$ cat config.mk
export PLATFORM = sky130hd
export DESIGN_NAME = tensor_view_slice_index
export DESIGN_NICKNAME = d
export VERILOG_FILES = /design/src/rtl/tvsi_pkg.sv /design/src/rtl/tvsi_alu.sv /design/src/rtl/tensor_view_slice_index.sv
export SDC_FILE = /design/constraint.sdc
export NUM_CORES = 2
export LEC_CHECK = 0
export BUFFER_PORTS_ARGS = -buffer_cell sky130_fd_sc_hd__clkbuf_2
export CAP_MARGIN = 20
export CORE_MARGIN = 3
export CORE_UTILIZATION = 45
export DETAILED_ROUTE_END_ITERATION = 6
export GPL_ROUTABILITY_DRIVEN = 0
export SYNTH_ARGS = -nofsm -noshare
export SYNTH_HDL_FRONTEND = slang
export SYNTH_SLANG_ARGS = --single-unit
$ cat constraint.sdc
create_clock -name i_clk -period 54.7 [get_ports i_clk]
set_input_delay 5.47 -clock i_clk [delete_from_list [all_inputs] [get_ports i_clk]]
set_output_delay 5.47 -clock i_clk [all_outputs]
set_load 0.02 [all_outputs]
$ cat src/rtl/tvsi_pkg.sv
package tvsi_pkg;

    // request action codes
    localparam logic [1:0] ACT_CLEAR  = 2'd0;
    localparam logic [1:0] ACT_APPEND = 2'd1;
    localparam logic [1:0] ACT_SLICE  = 2'd2;
    localparam logic [1:0] ACT_INDEX  = 2'd3;

    // result status codes
    localparam logic [2:0] STS_OK   = 3'd0;
    localparam logic [2:0] STS_OOB  = 3'd1;
    localparam logic [2:0] STS_AXIS = 3'd2;
    localparam logic [2:0] STS_FULL = 3'd3;
    localparam logic [2:0] STS_OVF  = 3'd4;

    // shared unit operations
    localparam logic ALU_MUL = 1'b0;
    localparam logic ALU_DIV = 1'b1;

    // operand widths of the shared unit
    localparam int ALU_AW = 48;
    localparam int ALU_BW = 32;

    typedef struct packed {
        logic              start;
        logic              op;
        logic [ALU_AW-1:0] a;
        logic [ALU_BW-1:0] b;
    } t_alu_req;

    // res holds the 80-bit product, or the quotient in its upper 48 bits
    typedef struct packed {
        logic                     busy;
        logic                     done;
        logic [ALU_AW+ALU_BW-1:0] res;
    } t_alu_rsp;

endpackage

$ cat src/rtl/tvsi_alu.sv
module tvsi_alu import tvsi_pkg::*; (
    input  logic     i_clk,
    input  logic     i_rst_n,
    input  t_alu_req i_req,
    output t_alu_rsp o_rsp
);

    logic              r_busy;
    logic              r_done;
    logic              r_op;
    logic [5:0]        r_cnt;
    logic [ALU_AW-1:0] r_a;
    logic [ALU_BW-1:0] r_b;
    logic [ALU_AW-1:0] r_hi;
    logic [ALU_BW-1:0] r_lo;

    logic [ALU_AW:0]   add_sum;
    logic [ALU_BW:0]   trial;
    logic [ALU_BW:0]   rem_sub;
    logic              fits;
    logic              last;

    // shift-add multiply step and restoring divide step
    always_comb begin
        add_sum = {1'b0, r_hi} + (r_lo[0] ? {1'b0, r_a} : {(ALU_AW+1){1'b0}});
        trial   = {r_lo, r_hi[ALU_AW-1]};
        rem_sub = trial - {1'b0, r_b};
        fits    = (trial >= {1'b0, r_b});
        last    = (r_op == ALU_MUL) ? (r_cnt == 6'(ALU_BW - 1)) : (r_cnt == 6'(ALU_AW - 1));
    end

    // control
    always_ff @(posedge i_clk) begin
        if (!i_rst_n) begin
            r_busy <= 1'b0;
            r_done <= 1'b0;
            r_cnt  <= 6'd0;
        end else begin
            r_done <= 1'b0;
            if (i_req.start) begin
                r_busy <= 1'b1;
                r_cnt  <= 6'd0;
            end else if (r_busy) begin
                r_cnt <= r_cnt + 6'd1;
                if (last) begin
                    r_busy <= 1'b0;
                    r_done <= 1'b1;
                end
            end
        end
    end

    // datapath
    always_ff @(posedge i_clk) begin
        if (i_req.start) begin
            r_op <= i_req.op;
            r_a  <= i_req.a;
            r_b  <= i_req.b;
            r_hi <= (i_req.op == ALU_MUL) ? {ALU_AW{1'b0}} : i_req.a;
            r_lo <= (i_req.op == ALU_MUL) ? i_req.b : {ALU_BW{1'b0}};
        end else if (r_busy) begin
            if (r_op == ALU_MUL) begin
                r_hi <= add_sum[ALU_AW:1];
                r_lo <= {add_sum[0], r_lo[ALU_BW-1:1]};
            end else begin
                r_hi <= {r_hi[ALU_AW-2:0], fits};
                r_lo <= fits ? rem_sub[ALU_BW-1:0] : trial[ALU_BW-1:0];
            end
        end
    end

    assign o_rsp.busy = r_busy;
    assign o_rsp.done = r_done;
    assign o_rsp.res  = {r_hi, r_lo};

endmodule

$ cat src/rtl/tensor_view_slice_index.sv
// sequence: clear or rejected request goes from check to result; append one multiply;
//   index a multiply, a divide, a shift of higher axes; slice two 48-step divides and
//   three 32-step multiplies (an empty slice or a zero-extent axis skips a divide)
// throughput: one request at a time, the next accepted in the cycle after the result is
//   registered; all products and quotients go through one shift-add / restoring-divide
//   unit taking one bit per cycle; a stalled result holds the sequencer in its last state
// reset: synchronous, active low; empty view (rank 0, offset 0, count 1), element bytes 4
module tensor_view_slice_index import tvsi_pkg::*; #(
    parameter int MAX_DIMS = 8
) (
    input  logic               i_clk,
    input  logic               i_rst_n,
    input  logic               psel,
    input  logic               penable,
    input  logic               pwrite,
    input  logic [1:0]         paddr,
    input  logic [31:0]        pwdata,
    output logic [31:0]        prdata,
    output logic               pready,
    input  logic               i_in_valid,
    output logic               o_in_stall,
    input  logic [1:0]         i_action,
    input  logic [2:0]         i_axis,
    input  logic [31:0]        i_new_size,
    input  logic signed [47:0] i_new_stride,
    input  logic [31:0]        i_slice_start,
    input  logic signed [32:0] i_slice_stop,
    input  logic signed [31:0] i_slice_step,
    input  logic signed [32:0] i_pick,
    output logic               o_out_valid,
    input  logic               i_out_stall,
    output logic [2:0]         o_status,
    output logic [3:0]         o_rank_out,
    output logic signed [47:0] o_offset_out,
    output logic [47:0]        o_element_total,
    output logic [51:0]        o_byte_total,
    output logic [31:0]        o_axis_size_out,
    output logic signed [47:0] o_axis_stride_out
);

    localparam int IW = (MAX_DIMS > 1) ? $clog2(MAX_DIMS) : 1;
    localparam int RW = $clog2(MAX_DIMS + 1);
    localparam logic [1:0] REG_ELEMENT_BYTES = 2'd0;

    localparam logic [3:0] S_IDLE   = 4'd0;
    localparam logic [3:0] S_CHECK  = 4'd1;
    localparam logic [3:0] S_APMUL  = 4'd2;
    localparam logic [3:0] S_SZDIV  = 4'd3;
    localparam logic [3:0] S_CNTDIV = 4'd4;
    localparam logic [3:0] S_CNTMUL = 4'd5;
    localparam logic [3:0] S_OFFMUL = 4'd6;
    localparam logic [3:0] S_STRMUL = 4'd7;
    localparam logic [3:0] S_SHIFT  = 4'd8;
    localparam logic [3:0] S_DONE   = 4'd9;

    logic [3:0]  r_state;
    logic        r_run;
    logic [1:0]  r_act;
    logic [2:0]  r_axis;
    logic [RW-1:0] r_ptr;
    logic [31:0] r_new_size;
    logic [47:0] r_new_stride;
    logic [31:0] r_start;
    logic [32:0] r_stop;
    logic [31:0] r_step;
    logic [32:0] r_pick;
    logic [31:0] r_old;
    logic [47:0] r_stride;
    logic [31:0] r_pos;
    logic [31:0] r_diff;
    logic [31:0] r_divsr;
    logic        r_nonempty;
    logic [2:0]  r_status;
    logic [31:0] r_nsz;
    logic [47:0] r_nstride;
    logic [47:0] r_noff;
    logic [47:0] r_ncount;
    logic [47:0] r_q;

    logic [31:0] r_sizes   [MAX_DIMS];
    logic [47:0] r_strides [MAX_DIMS];
    logic [RW-1:0] r_rank;
    logic [47:0] r_offset;
    logic [47:0] r_count;
    logic [4:0]  r_ebytes;

    logic        r_out_valid;
    logic [2:0]  r_o_status;
    logic [3:0]  r_o_rank;
    logic [47:0] r_o_offset;
    logic [47:0] r_o_count;
    logic [51:0] r_o_bytes;
    logic [31:0] r_o_size;
    logic [47:0] r_o_stride;

    t_alu_req    alu_req;
    t_alu_rsp    alu_rsp;
    logic [47:0] quot;
    logic        prod_ovf;
    logic        alu_done;

    logic          in_accept;
    logic          out_free;
    logic [IW-1:0] rd_idx;
    logic [RW:0]   ptr_next;
    logic          shift_more;
    logic [31:0]   rd_size;
    logic [47:0]   rd_stride;

    logic signed [33:0] start34;
    logic signed [33:0] stop34;
    logic signed [33:0] pick34;
    logic signed [33:0] sz34;
    logic signed [33:0] fwd_diff;
    logic signed [33:0] bwd_diff;
    logic signed [33:0] pick_wrap;
    logic        fwd;
    logic        bwd;
    logic        oob;
    logic        axis_bad;
    logic        rank_full;
    logic [32:0] nsz_inc;

    logic          ok;
    logic [RW-1:0] new_rank;
    logic [47:0]   out_off;
    logic [47:0]   out_cnt;
    logic [52:0]   bytes_prod;
    logic          axis_out;

    // configuration port
    assign pready = 1'b1;
    assign prdata = (paddr == REG_ELEMENT_BYTES) ? {27'd0, r_ebytes} : 32'd0;

    always_ff @(posedge i_clk) begin
        if (!i_rst_n) begin
            r_ebytes <= 5'd4;
        end else if (psel && penable && pwrite && pready && paddr == REG_ELEMENT_BYTES) begin
            r_ebytes <= pwdata[4:0];
        end
    end

    // handshakes
    assign o_in_stall = (r_state != S_IDLE);
    assign in_accept  = i_in_valid && !o_in_stall;
    assign out_free   = !r_out_valid || !i_out_stall;

    // single axis read port: requested axis when idle, next higher axis while shifting
    assign ptr_next   = {1'b0, r_ptr} + 1'b1;
    assign shift_more = (ptr_next < {1'b0, r_rank});
    assign rd_idx     = (r_state == S_IDLE) ? IW'(i_axis) : IW'(ptr_next);
    assign rd_size    = r_sizes[rd_idx];
    assign rd_stride  = r_strides[rd_idx];

    // request checks and slice extent operands
    always_comb begin
        start34   = $signed({2'b00, r_start});
        stop34    = $signed({r_stop[32], r_stop});
        pick34    = $signed({r_pick[32], r_pick});
        sz34      = $signed({2'b00, r_old});
        fwd       = (start34 < stop34) && !r_step[31] && (r_step != 32'd0);
        bwd       = (start34 > stop34) && r_step[31];
        fwd_diff  = stop34 - start34 - 34'sd1;
        bwd_diff  = start34 - stop34 - 34'sd1;
        oob       = (pick34 >= sz34) || (pick34 < -sz34);
        pick_wrap = pick34[33] ? (pick34 + sz34) : pick34;
        axis_bad  = (32'(r_axis) >= 32'(r_rank));
        rank_full = (32'(r_rank) >= 32'(MAX_DIMS));
    end

    // shared unit requests
    always_comb begin
        alu_req.start = 1'b0;
        alu_req.op    = ALU_MUL;
        alu_req.a     = 48'd0;
        alu_req.b     = 32'd0;
        case (r_state)
            S_APMUL: begin
                alu_req.start = !r_run;
                alu_req.a     = r_count;
                alu_req.b     = r_new_size;
            end
            S_SZDIV: begin
                alu_req.start = !r_run && r_nonempty;
                alu_req.op    = ALU_DIV;
                alu_req.a     = {16'd0, r_diff};
                alu_req.b     = r_divsr;
            end
            S_CNTDIV: begin
                alu_req.start = !r_run && (r_old != 32'd0);
                alu_req.op    = ALU_DIV;
                alu_req.a     = r_count;
                alu_req.b     = r_old;
            end
            S_CNTMUL: begin
                alu_req.start = !r_run;
                alu_req.a     = r_q;
                alu_req.b     = r_nsz;
            end
            S_OFFMUL: begin
                alu_req.start = !r_run;
                alu_req.a     = r_stride;
                alu_req.b     = r_pos;
            end
            S_STRMUL: begin
                alu_req.start = !r_run;
                alu_req.a     = r_stride;
                alu_req.b     = r_step;
            end
            default: begin
                alu_req.start = 1'b0;
            end
        endcase
    end

    tvsi_alu u_alu (
        .i_clk   (i_clk),
        .i_rst_n (i_rst_n),
        .i_req   (alu_req),
        .o_rsp   (alu_rsp)
    );

    assign quot     = alu_rsp.res[79:32];
    assign prod_ovf = (alu_rsp.res[79:48] != 32'd0);
    assign alu_done = r_run && alu_rsp.done;
    assign nsz_inc  = {1'b0, quot[31:0]} + 33'd1;

    // view after the request
    always_comb begin
        ok = (r_status == STS_OK);
        new_rank = r_rank;
        if (ok) begin
            case (r_act)
                ACT_CLEAR:  new_rank = '0;
                ACT_APPEND: new_rank = r_rank + 1'b1;
                ACT_INDEX:  new_rank = r_rank - 1'b1;
                default:    new_rank = r_rank;
            endcase
        end
        out_off    = ok ? r_noff : r_offset;
        out_cnt    = ok ? r_ncount : r_count;
        bytes_prod = 53'(out_cnt) * 53'(r_ebytes);
        axis_out   = ok && (r_act == ACT_APPEND || r_act == ACT_SLICE);
    end

    // sequencer
    always_ff @(posedge i_clk) begin
        if (!i_rst_n) begin
            r_state  <= S_IDLE;
            r_run    <= 1'b0;
            r_rank   <= '0;
            r_offset <= 48'd0;
            r_count  <= 48'd1;
        end else begin
            if (alu_req.start) begin
                r_run <= 1'b1;
            end else if (alu_done) begin
                r_run <= 1'b0;
            end
            case (r_state)
                S_IDLE: begin
                    if (in_accept) begin
                        r_act        <= i_action;
                        r_axis       <= i_axis;
                        r_ptr        <= RW'(i_axis);
                        r_new_size   <= i_new_size;
                        r_new_stride <= i_new_stride;
                        r_start      <= i_slice_start;
                        r_stop       <= i_slice_stop;
                        r_step       <= i_slice_step;
                        r_pick       <= i_pick;
                        r_old        <= rd_size;
                        r_stride     <= rd_stride;
                        r_state      <= S_CHECK;
                    end
                end
                S_CHECK: begin
                    r_noff    <= r_offset;
                    r_ncount  <= r_count;
                    r_nsz     <= 32'd0;
                    r_nstride <= 48'd0;
                    r_status  <= STS_OK;
                    case (r_act)
                        ACT_CLEAR: begin
                            r_noff   <= 48'd0;
                            r_ncount <= 48'd1;
                            r_state  <= S_DONE;
                        end
                        ACT_APPEND: begin
                            if (rank_full) begin
                                r_status <= STS_FULL;
                                r_state  <= S_DONE;
                            end else begin
                                r_state <= S_APMUL;
                            end
                        end
                        ACT_SLICE: begin
                            r_pos      <= r_start;
                            r_nonempty <= fwd || bwd;
                            r_diff     <= fwd ? fwd_diff[31:0] : bwd_diff[31:0];
                            r_divsr    <= fwd ? r_step : (32'd0 - r_step);
                            if (axis_bad) begin
                                r_status <= STS_AXIS;
                                r_state  <= S_DONE;
                            end else begin
                                r_state <= S_SZDIV;
                            end
                        end
                        default: begin
                            r_pos <= pick_wrap[31:0];
                            if (axis_bad) begin
                                r_status <= STS_AXIS;
                                r_state  <= S_DONE;
                            end else if (oob) begin
                                r_status <= STS_OOB;
                                r_state  <= S_DONE;
                            end else begin
                                r_state <= S_OFFMUL;
                            end
                        end
                    endcase
                end
                S_APMUL: begin
                    if (alu_done) begin
                        if (prod_ovf) begin
                            r_status <= STS_OVF;
                        end else begin
                            r_ncount  <= alu_rsp.res[47:0];
                            r_nsz     <= r_new_size;
                            r_nstride <= r_new_stride;
                        end
                        r_state <= S_DONE;
                    end
                end
                S_SZDIV: begin
                    if (!r_nonempty) begin
                        r_nsz   <= 32'd0;
                        r_state <= S_CNTDIV;
                    end else if (alu_done) begin
                        // extent saturates at the field maximum
                        r_nsz   <= (quot[47:32] != 16'd0 || nsz_inc[32]) ?
                                   32'hFFFF_FFFF : nsz_inc[31:0];
                        r_state <= S_CNTDIV;
                    end
                end
                S_CNTDIV: begin
                    if (r_old == 32'd0) begin
                        // empty axis keeps the count at zero
                        r_ncount <= 48'd0;
                        r_state  <= S_OFFMUL;
                    end else if (alu_done) begin
                        if (r_act == ACT_INDEX) begin
                            r_ncount <= quot;
                            r_state  <= S_SHIFT;
                        end else begin
                            r_q     <= quot;
                            r_state <= S_CNTMUL;
                        end
                    end
                end
                S_CNTMUL: begin
                    if (alu_done) begin
                        if (prod_ovf) begin
                            r_status <= STS_OVF;
                            r_state  <= S_DONE;
                        end else begin
                            r_ncount <= alu_rsp.res[47:0];
                            r_state  <= S_OFFMUL;
                        end
                    end
                end
                S_OFFMUL: begin
                    if (alu_done) begin
                        r_noff  <= r_offset + alu_rsp.res[47:0];
                        r_state <= (r_act == ACT_INDEX) ? S_CNTDIV : S_STRMUL;
                    end
                end
                S_STRMUL: begin
                    if (alu_done) begin
                        // negative step: take away stride * 2^32 modulo 2^48
                        r_nstride <= alu_rsp.res[47:0] -
                                     (r_step[31] ? {r_stride[15:0], 32'd0} : 48'd0);
                        r_state   <= S_DONE;
                    end
                end
                S_SHIFT: begin
                    if (shift_more) begin
                        r_ptr <= ptr_next[RW-1:0];
                    end else begin
                        r_state <= S_DONE;
                    end
                end
                S_DONE: begin
                    if (out_free) begin
                        r_rank   <= new_rank;
                        r_offset <= out_off;
                        r_count  <= out_cnt;
                        r_state  <= S_IDLE;
                    end
                end
                default: begin
                    r_state <= S_IDLE;
                end
            endcase
        end
    end

    // axis table
    always_ff @(posedge i_clk) begin
        if (!i_rst_n) begin
            for (int i = 0; i < MAX_DIMS; i++) begin
                r_sizes[i]   <= 32'd0;
                r_strides[i] <= 48'd0;
            end
        end else if (r_state == S_SHIFT) begin
            // move higher axes down one place, zero the old top
            if (shift_more) begin
                r_sizes[r_ptr[IW-1:0]]   <= rd_size;
                r_strides[r_ptr[IW-1:0]] <= rd_stride;
            end else begin
                r_sizes[r_ptr[IW-1:0]]   <= 32'd0;
                r_strides[r_ptr[IW-1:0]] <= 48'd0;
            end
        end else if (r_state == S_DONE && out_free && ok) begin
            case (r_act)
                ACT_CLEAR: begin
                    for (int i = 0; i < MAX_DIMS; i++) begin
                        r_sizes[i]   <= 32'd0;
                        r_strides[i] <= 48'd0;
                    end
                end
                ACT_APPEND: begin
                    r_sizes[r_rank[IW-1:0]]   <= r_nsz;
                    r_strides[r_rank[IW-1:0]] <= r_nstride;
                end
                ACT_SLICE: begin
                    r_sizes[r_ptr[IW-1:0]]   <= r_nsz;
                    r_strides[r_ptr[IW-1:0]] <= r_nstride;
                end
                default: begin
                    r_sizes[0] <= r_sizes[0];
                end
            endcase
        end
    end

    // result register
    always_ff @(posedge i_clk) begin
        if (!i_rst_n) begin
            r_out_valid <= 1'b0;
        end else if (r_state == S_DONE && out_free) begin
            r_out_valid <= 1'b1;
        end else if (!i_out_stall) begin
            r_out_valid <= 1'b0;
        end
    end

    always_ff @(posedge i_clk) begin
        if (r_state == S_DONE && out_free) begin
            r_o_status <= r_status;
            r_o_rank   <= 4'(new_rank);
            r_o_offset <= out_off;
            r_o_count  <= out_cnt;
            r_o_bytes  <= bytes_prod[51:0];
            r_o_size   <= axis_out ? r_nsz : 32'd0;
            r_o_stride <= axis_out ? r_nstride : 48'd0;
        end
    end

    assign o_out_valid       = r_out_valid;
    assign o_status          = r_o_status;
    assign o_rank_out        = r_o_rank;
    assign o_offset_out      = r_o_offset;
    assign o_element_total   = r_o_count;
    assign o_byte_total      = r_o_bytes;
    assign o_axis_size_out   = r_o_size;
    assign o_axis_stride_out = r_o_stride;

    // checks
    a_rank_bound: assert property (@(posedge i_clk) disable iff (!i_rst_n)
        32'(r_rank) <= 32'(MAX_DIMS))
        else $error("view rank beyond the axis table");

    a_accept_busy: assert property (@(posedge i_clk) disable iff (!i_rst_n)
        in_accept |=> (r_state == S_CHECK))
        else $error("accepted request did not start the sequence");

    a_done_owned: assert property (@(posedge i_clk) disable iff (!i_rst_n)
        alu_rsp.done |-> r_run)
        else $error("shared unit finished without an outstanding operation");

    a_no_restart: assert property (@(posedge i_clk) disable iff (!i_rst_n)
        alu_req.start |-> !alu_rsp.busy)
        else $error("shared unit started while busy");

endmodule
## Word-level counts from Yosys, hierarchy flattened

Memory sizes are Yosys's and may differ from the RTL's.
Cells that the tools add are included.

- Flip-flop bits (word level): 1138
- Bits in writable memories: 640
- Input port bits: 256
- Output and inout port bits: 270
- Word-level logic and storage cells: 339
- Memories kept: 2

- Add/sub/neg operators: 16
- $mul: 1
- Magnitude comparators: 8
- Equal/unequal tests: 32
- Multiplexer cells: 145
- Bitwise operators: 26
- Reduce and logical (&&, ||, !) cells: 66

Memories:

| memory | depth | bits a word | read ports | clocked after memory_dff | write ports | line | source |
|---|---|---|---|---|---|---|---|
| r_strides | 8 | 48 | 1 | 0 | 8 | tensor_view_slice_index.sv:81 | `logic [47:0] r_strides [MAX_DIMS];` |
| r_sizes | 8 | 32 | 1 | 0 | 8 | tensor_view_slice_index.sv:80 | `logic [31:0] r_sizes [MAX_DIMS];` |

Operator list:

| kind | number |
|---|---|
| 48-bit 2-to-1 mux | 31 |
| 32-bit 2-to-1 mux | 26 |
| 80-bit one-hot mux with 6 select lines | 1 |
| 48-bit one-hot mux with 3 select lines | 2 |
| 32-bit one-hot mux with 3 select lines | 1 |
| 48-bit one-hot mux with 2 select lines | 1 |
| 32-bit nonzero test | 3 |
| 48-bit OR reduction | 2 |
| 32-bit subtractor | 3 |
| 4-bit 2-to-1 mux | 19 |
| 32-bit one-hot mux with 2 select lines | 1 |
| 32-bit OR reduction | 2 |
| 32-bit by 2-bit subtractor with 32-bit output (second input constant) | 2 |
| 48-bit by 5-bit multiplier with 52-bit output | 1 |
| 48-bit by 49-bit adder with 49-bit output | 1 |
| 48-bit adder | 1 |
| 48-bit subtractor | 1 |
| 1-bit 2-to-1 mux | 44 |
| 4-bit one-hot mux with 9 select lines | 1 |
| 33-bit by 34-bit < comparator with 1-bit output | 1 |
| 32-bit negator with 34-bit output | 1 |
| 32-bit by 1-bit adder with 33-bit output (second input constant) | 1 |
| 33-bit by 32-bit greater-or-equal comparator with 1-bit output | 1 |
| 33-bit greater-or-equal comparator | 1 |
| other kinds (53) | 146 |

## Longest topological paths before layout

- Depth after elaboration: 12
- Mapped depth: 23
- Depth with buffers taken out: 21

## Hierarchy

A second synthesis with hierarchy kept.

- Cells, all modules: 8199
- Area, all modules: 96284.8 µm²

Modules (own cells, without submodules):

| module | times used | cells an instance | area each (µm²) | sequential area each (µm²) |
|---|---|---|---|---|
| tensor_view_slice_index | 1 | 6987 | 84467.3 | 47205.3 |
| tvsi_alu | 1 | 1212 | 11817.6 | 4994.8 |

## Worst setup path before layout

Ideal clock, no wire load.

- Path type: in2reg
- Start point: input i_out_stall
- End point: memory r_sizes[2][0], enable pin
- Setup time: 0.441 ns
- Arrival: 22.612 ns
- Required time: 54.259 ns
- Path slack: 31.647 ns
- Stages: 9
- Path buffers: 2
- Cell sequence: a21oi_1 nand2_1 or3_1 nand2_1 nand2_1 or3b_2 clkbuf_1 clkbuf_1 nand2_1

RTL lines:

| element | line | source |
|---|---|---|
| start, declared | tensor_view_slice_index.sv:31 | `input logic i_out_stall,` |
| end, declared | tensor_view_slice_index.sv:80 |  |

## Final worst setup path

- Start point: input paddr[1]
- End point: output prdata[4]

- Word-level cells in the longest chain between the ends: 2

Ends and longest elaborated chain:

| element | line | source |
|---|---|---|
| start, declared | tensor_view_slice_index.sv:16 | `input logic [1:0] paddr,` |
| 2-bit logical NOT | tensor_view_slice_index.sv:133 | `assign prdata = (paddr == REG_ELEMENT_BYTES) ? {27'd0, r_ebytes} : 32'd0;` |
| 5-bit 2-to-1 mux | tensor_view_slice_index.sv:133 |  |
| end, declared | tensor_view_slice_index.sv:18 | `output logic [31:0] prdata,` |

Every way passes these cells.

==> impl_metrics.csv <==
group,metric,value,unit
power,power_frac_seq,36.9,%
clocking,cts_root_buffer,"clkbuf_16",
final_layout,layout-drive-gt1-share,15.0,%
clocking,numClockSinks,1778,
power,p_sw,2220,uW
timing,hold_violations,0,
synth,yosys_warnings,0,
route,initialDrtViolationCount,8823,
synth,synthesis.instances,8130,
floorplan,fp.dieArea,216000,um^2
synth,yosys.area.top_type,"edfxtp_1",
synth,syn_area,94700,um^2
flow_run,cap_violations,0,
floorplan,io_pins,526,
run_status,status,"finished, violations left",
timing,whs,484,ps
synth,synth_top_cells_by_area,"edfxtp_1, ha_1, mux4_2",
clocking,htree_levels,4,
route,detail-route-antenna-nets,0,
route,routed-via-count,69008,
power,p_per_area,52.1,nW/um^2
clocking,cts_setup_buffers,0,
grt,grt_overflow,0,
synth,postSynthAreaPerCell,11.7,um^2
synth,async_flop_share,0,%
timing,timing.slew.headroom,18.1,%
worst_setup_path,crit_type,"in2out",
power,pwr-share-comb,39.8,%
grt,grt_pass1_wl,454000,um
power,switching_share,40.1,%
worst_setup_path,startpoint_type,"primary input",
floorplan,start_util,45.5,%
timing,setup_tns,0,ps
placement,dp_hpwl,216000,um
worst_setup_path,cpPeakStageDelay,220,ps
worst_setup_path,crit_required,49230,ps
worst_setup_path,crit_path_end_kind,"output port",
timing,min_period,11580,ps
synth,yosysMostFrequentCell,"edfxtp_1",
worst_setup_path,cp.arrival,6110,ps
synth,synth-seq-area-share,55.1,%
clocking,cts.path.max_buffers,3,
route,vias_per_cell,6.04,
power,internal-power,3310,uW
grt,grt_pass1_vias,66263,
grt,antenna_found_initial,19,
clocking,hold_buffers,0,
power,clkPwrFrac,23.3,%
run_status,violations,"design-rule violations",
worst_setup_path,crit_chain,"clkbuf_2, nor2_1, and2_1, clkbuf_2",
final_layout,layout.nets,9253,
timing,finalSetupViolCount,0,
timing,slew_viol_final,0,
synth,yosysUniqueCellTypes,86,
synth,synth-seq-cells,1778,
synth,ys.flop_type,"edfxtp_1",
worst_setup_path,cp_slowest_cell,"nor2_1",
clocking,cts-buffers-inserted,189,
floorplan,die_y,465,um
worst_setup_path,cp_common_cell,"clkbuf_2",
synth,synth_edf_count,1659,
worst_hold_path,min_path_type,"reg2reg",
clocking,cts_resized,0,
worst_hold_path,hold_depth,2,
floorplan,die_w,465,um
timing,timing.final.crit_share,21.2,%
route,totalWireLength,318000,um
floorplan,rows,167,
clocking,clk_pin_slew,60,ps
grt,grt_max_degree,138,
route,drc,38,
timing,worstMarginPinSlew,1230,ps
timing,rsz0062_at_grt,"false",
route,drt_pass1_iterations,7,
final_layout,areaGrowthSynthToFinish,12.3,%
route,wl_per_cell,27.9,um
timing,max_freq,0.0864,GHz
synth,synth_common_cells,"edfxtp_1, nor2_1, nand2_1, a21oi_1, inv_1",
timing,fin_skew,52.7,ps
power,leakagePower,0.0415,uW
power,max-vdd-ir-drop,0.0601,mV
grt,grt_use_total,28.7,%
worst_setup_path,critPathMaxFanout,6,
placement,io_buffer_count,470,
worst_setup_path,reg2reg_depth,21,
synth,synth_top_area_share,52.6,%
floorplan,core-area,208000,um^2
clocking,clk_latency,850,ps
clocking,tritoncts,"yes",
-- power groups by stage --
stage | logic, uW | registers (uW) | clock network [uW]
floorplan | 1500 | 1970 | 0
global placement | 2130 | 2050 | 0
detailed placement | 2160 | 2060 | 0
CTS | 2170 | 2030 | 1310
global route | 2370 | 2040 | 1360
finish | 2200 | 2040 | 1290
-- state kept, by name, summed over array words and instances, names as in the netlist, 48 cells and up --
register / flops
r_offset: 48
u_alu.r_a: 48
r_count: 48
r_ncount: 48
r_new_stride: 48
o_byte_total: 52
o_element_total: 48
r_q: 48
r_stride: 48
r_strides: 384
o_offset_out: 48
r_sizes: 256
o_axis_stride_out: 48
r_nstride: 48
u_alu.r_hi: 48
r_noff: 48
-- final timing paths --
path	slack [ps]	startpoint	to
min reg2reg	480	r_offset[1]$_SDFFE_PN0P_	r_offset[1]$_SDFFE_PN0P_
max reg2reg	46920	r_status[1]$_SDFFCE_PN0P_	o_byte_total[51]$_DFFE_PP_
min	480	r_offset[1]$_SDFFE_PN0P_	r_offset[1]$_SDFFE_PN0P_
max	43120	paddr[1]	prdata[4]
-- metrics by stage --
step           worst slack [ps]  power [uW]  instance area (um^2)  utilization, %  std cells
2_1_floorplan             31650        3470                 94800               -       8156
3_3_place_gp              43140        4180                100000            48.1      11070
3_5_place_dp              43110        4210                100000            48.1      11070
4_1_cts                   43110        5510                106000            51.1      11418
5_1_grt                   43030        5780                106000            51.1      11421
6_report                  43120        5540                106000            51.1      11429
-- layout make-up --
type	count	area, um^2
fillers	18246	102000
flip-flops and latches	1778	52200
multi-input cells	5420	39300
clock buffers	221	4930
well taps	2788	3490
repair buffers	595	3340
inverters	490	1840
clock inverters	127	1240
diodes	10	25.0
-- routing by layer --
metal	vias up	share of wire, %	GRT usage [%]
met5	-	0.018	0.0223
met4	10	6.5	16.2
met3	687	11	7.23
met2	3858	44	42.8
met1	34143	39	38.2
li1	30310	-	-
-- cells in the final DEF, fill, tap and decap left out, types with 99 or more instances in the layout --
| cell type | count |
|---|---|
| a21oi_1 | 516 |
| fa_1 | 145 |
| buf_4 | 122 |
| mux4_2 | 160 |
| a21o_1 | 175 |
| mux2_2 | 178 |
| clkbuf_2 | 470 |
| nand2_1 | 704 |
| and3_1 | 100 |
| ha_1 | 376 |
| edfxtp_1 | 1659 |
| a222oi_1 | 114 |
| xor2_1 | 99 |
| nor2_1 | 952 |
| and2_1 | 235 |
| clkbuf_16 | 192 |
| inv_1 | 487 |
| o21ai_0 | 369 |
| dfxtp_1 | 117 |
| xnor2_1 | 220 |
-- critical path: cells and delay by family --
family / cells / cell delay, ps
buffers and inverters: 2 / 240
and+or+nand+nor: 2 / 400
-- cell families (layout without fill, tap and decap cells) --
logic type | after synthesis | after routing | synth area share (%)
buffers and inverters | 958 | 1433 | 3.92
DFF | 1778 | 1778 | 55.1
AOI/OAI and AO/OA | 1681 | 1681 | 11.5
adders and majority gates | 523 | 523 | 8.06
other | 2 | 38 | 0.00793
xor gates and xnor gates | 319 | 319 | 2.95
muxes | 406 | 406 | 6.64
and+or+nand+nor | 2463 | 2463 | 11.8
Power figures use the tool's default switching activity.
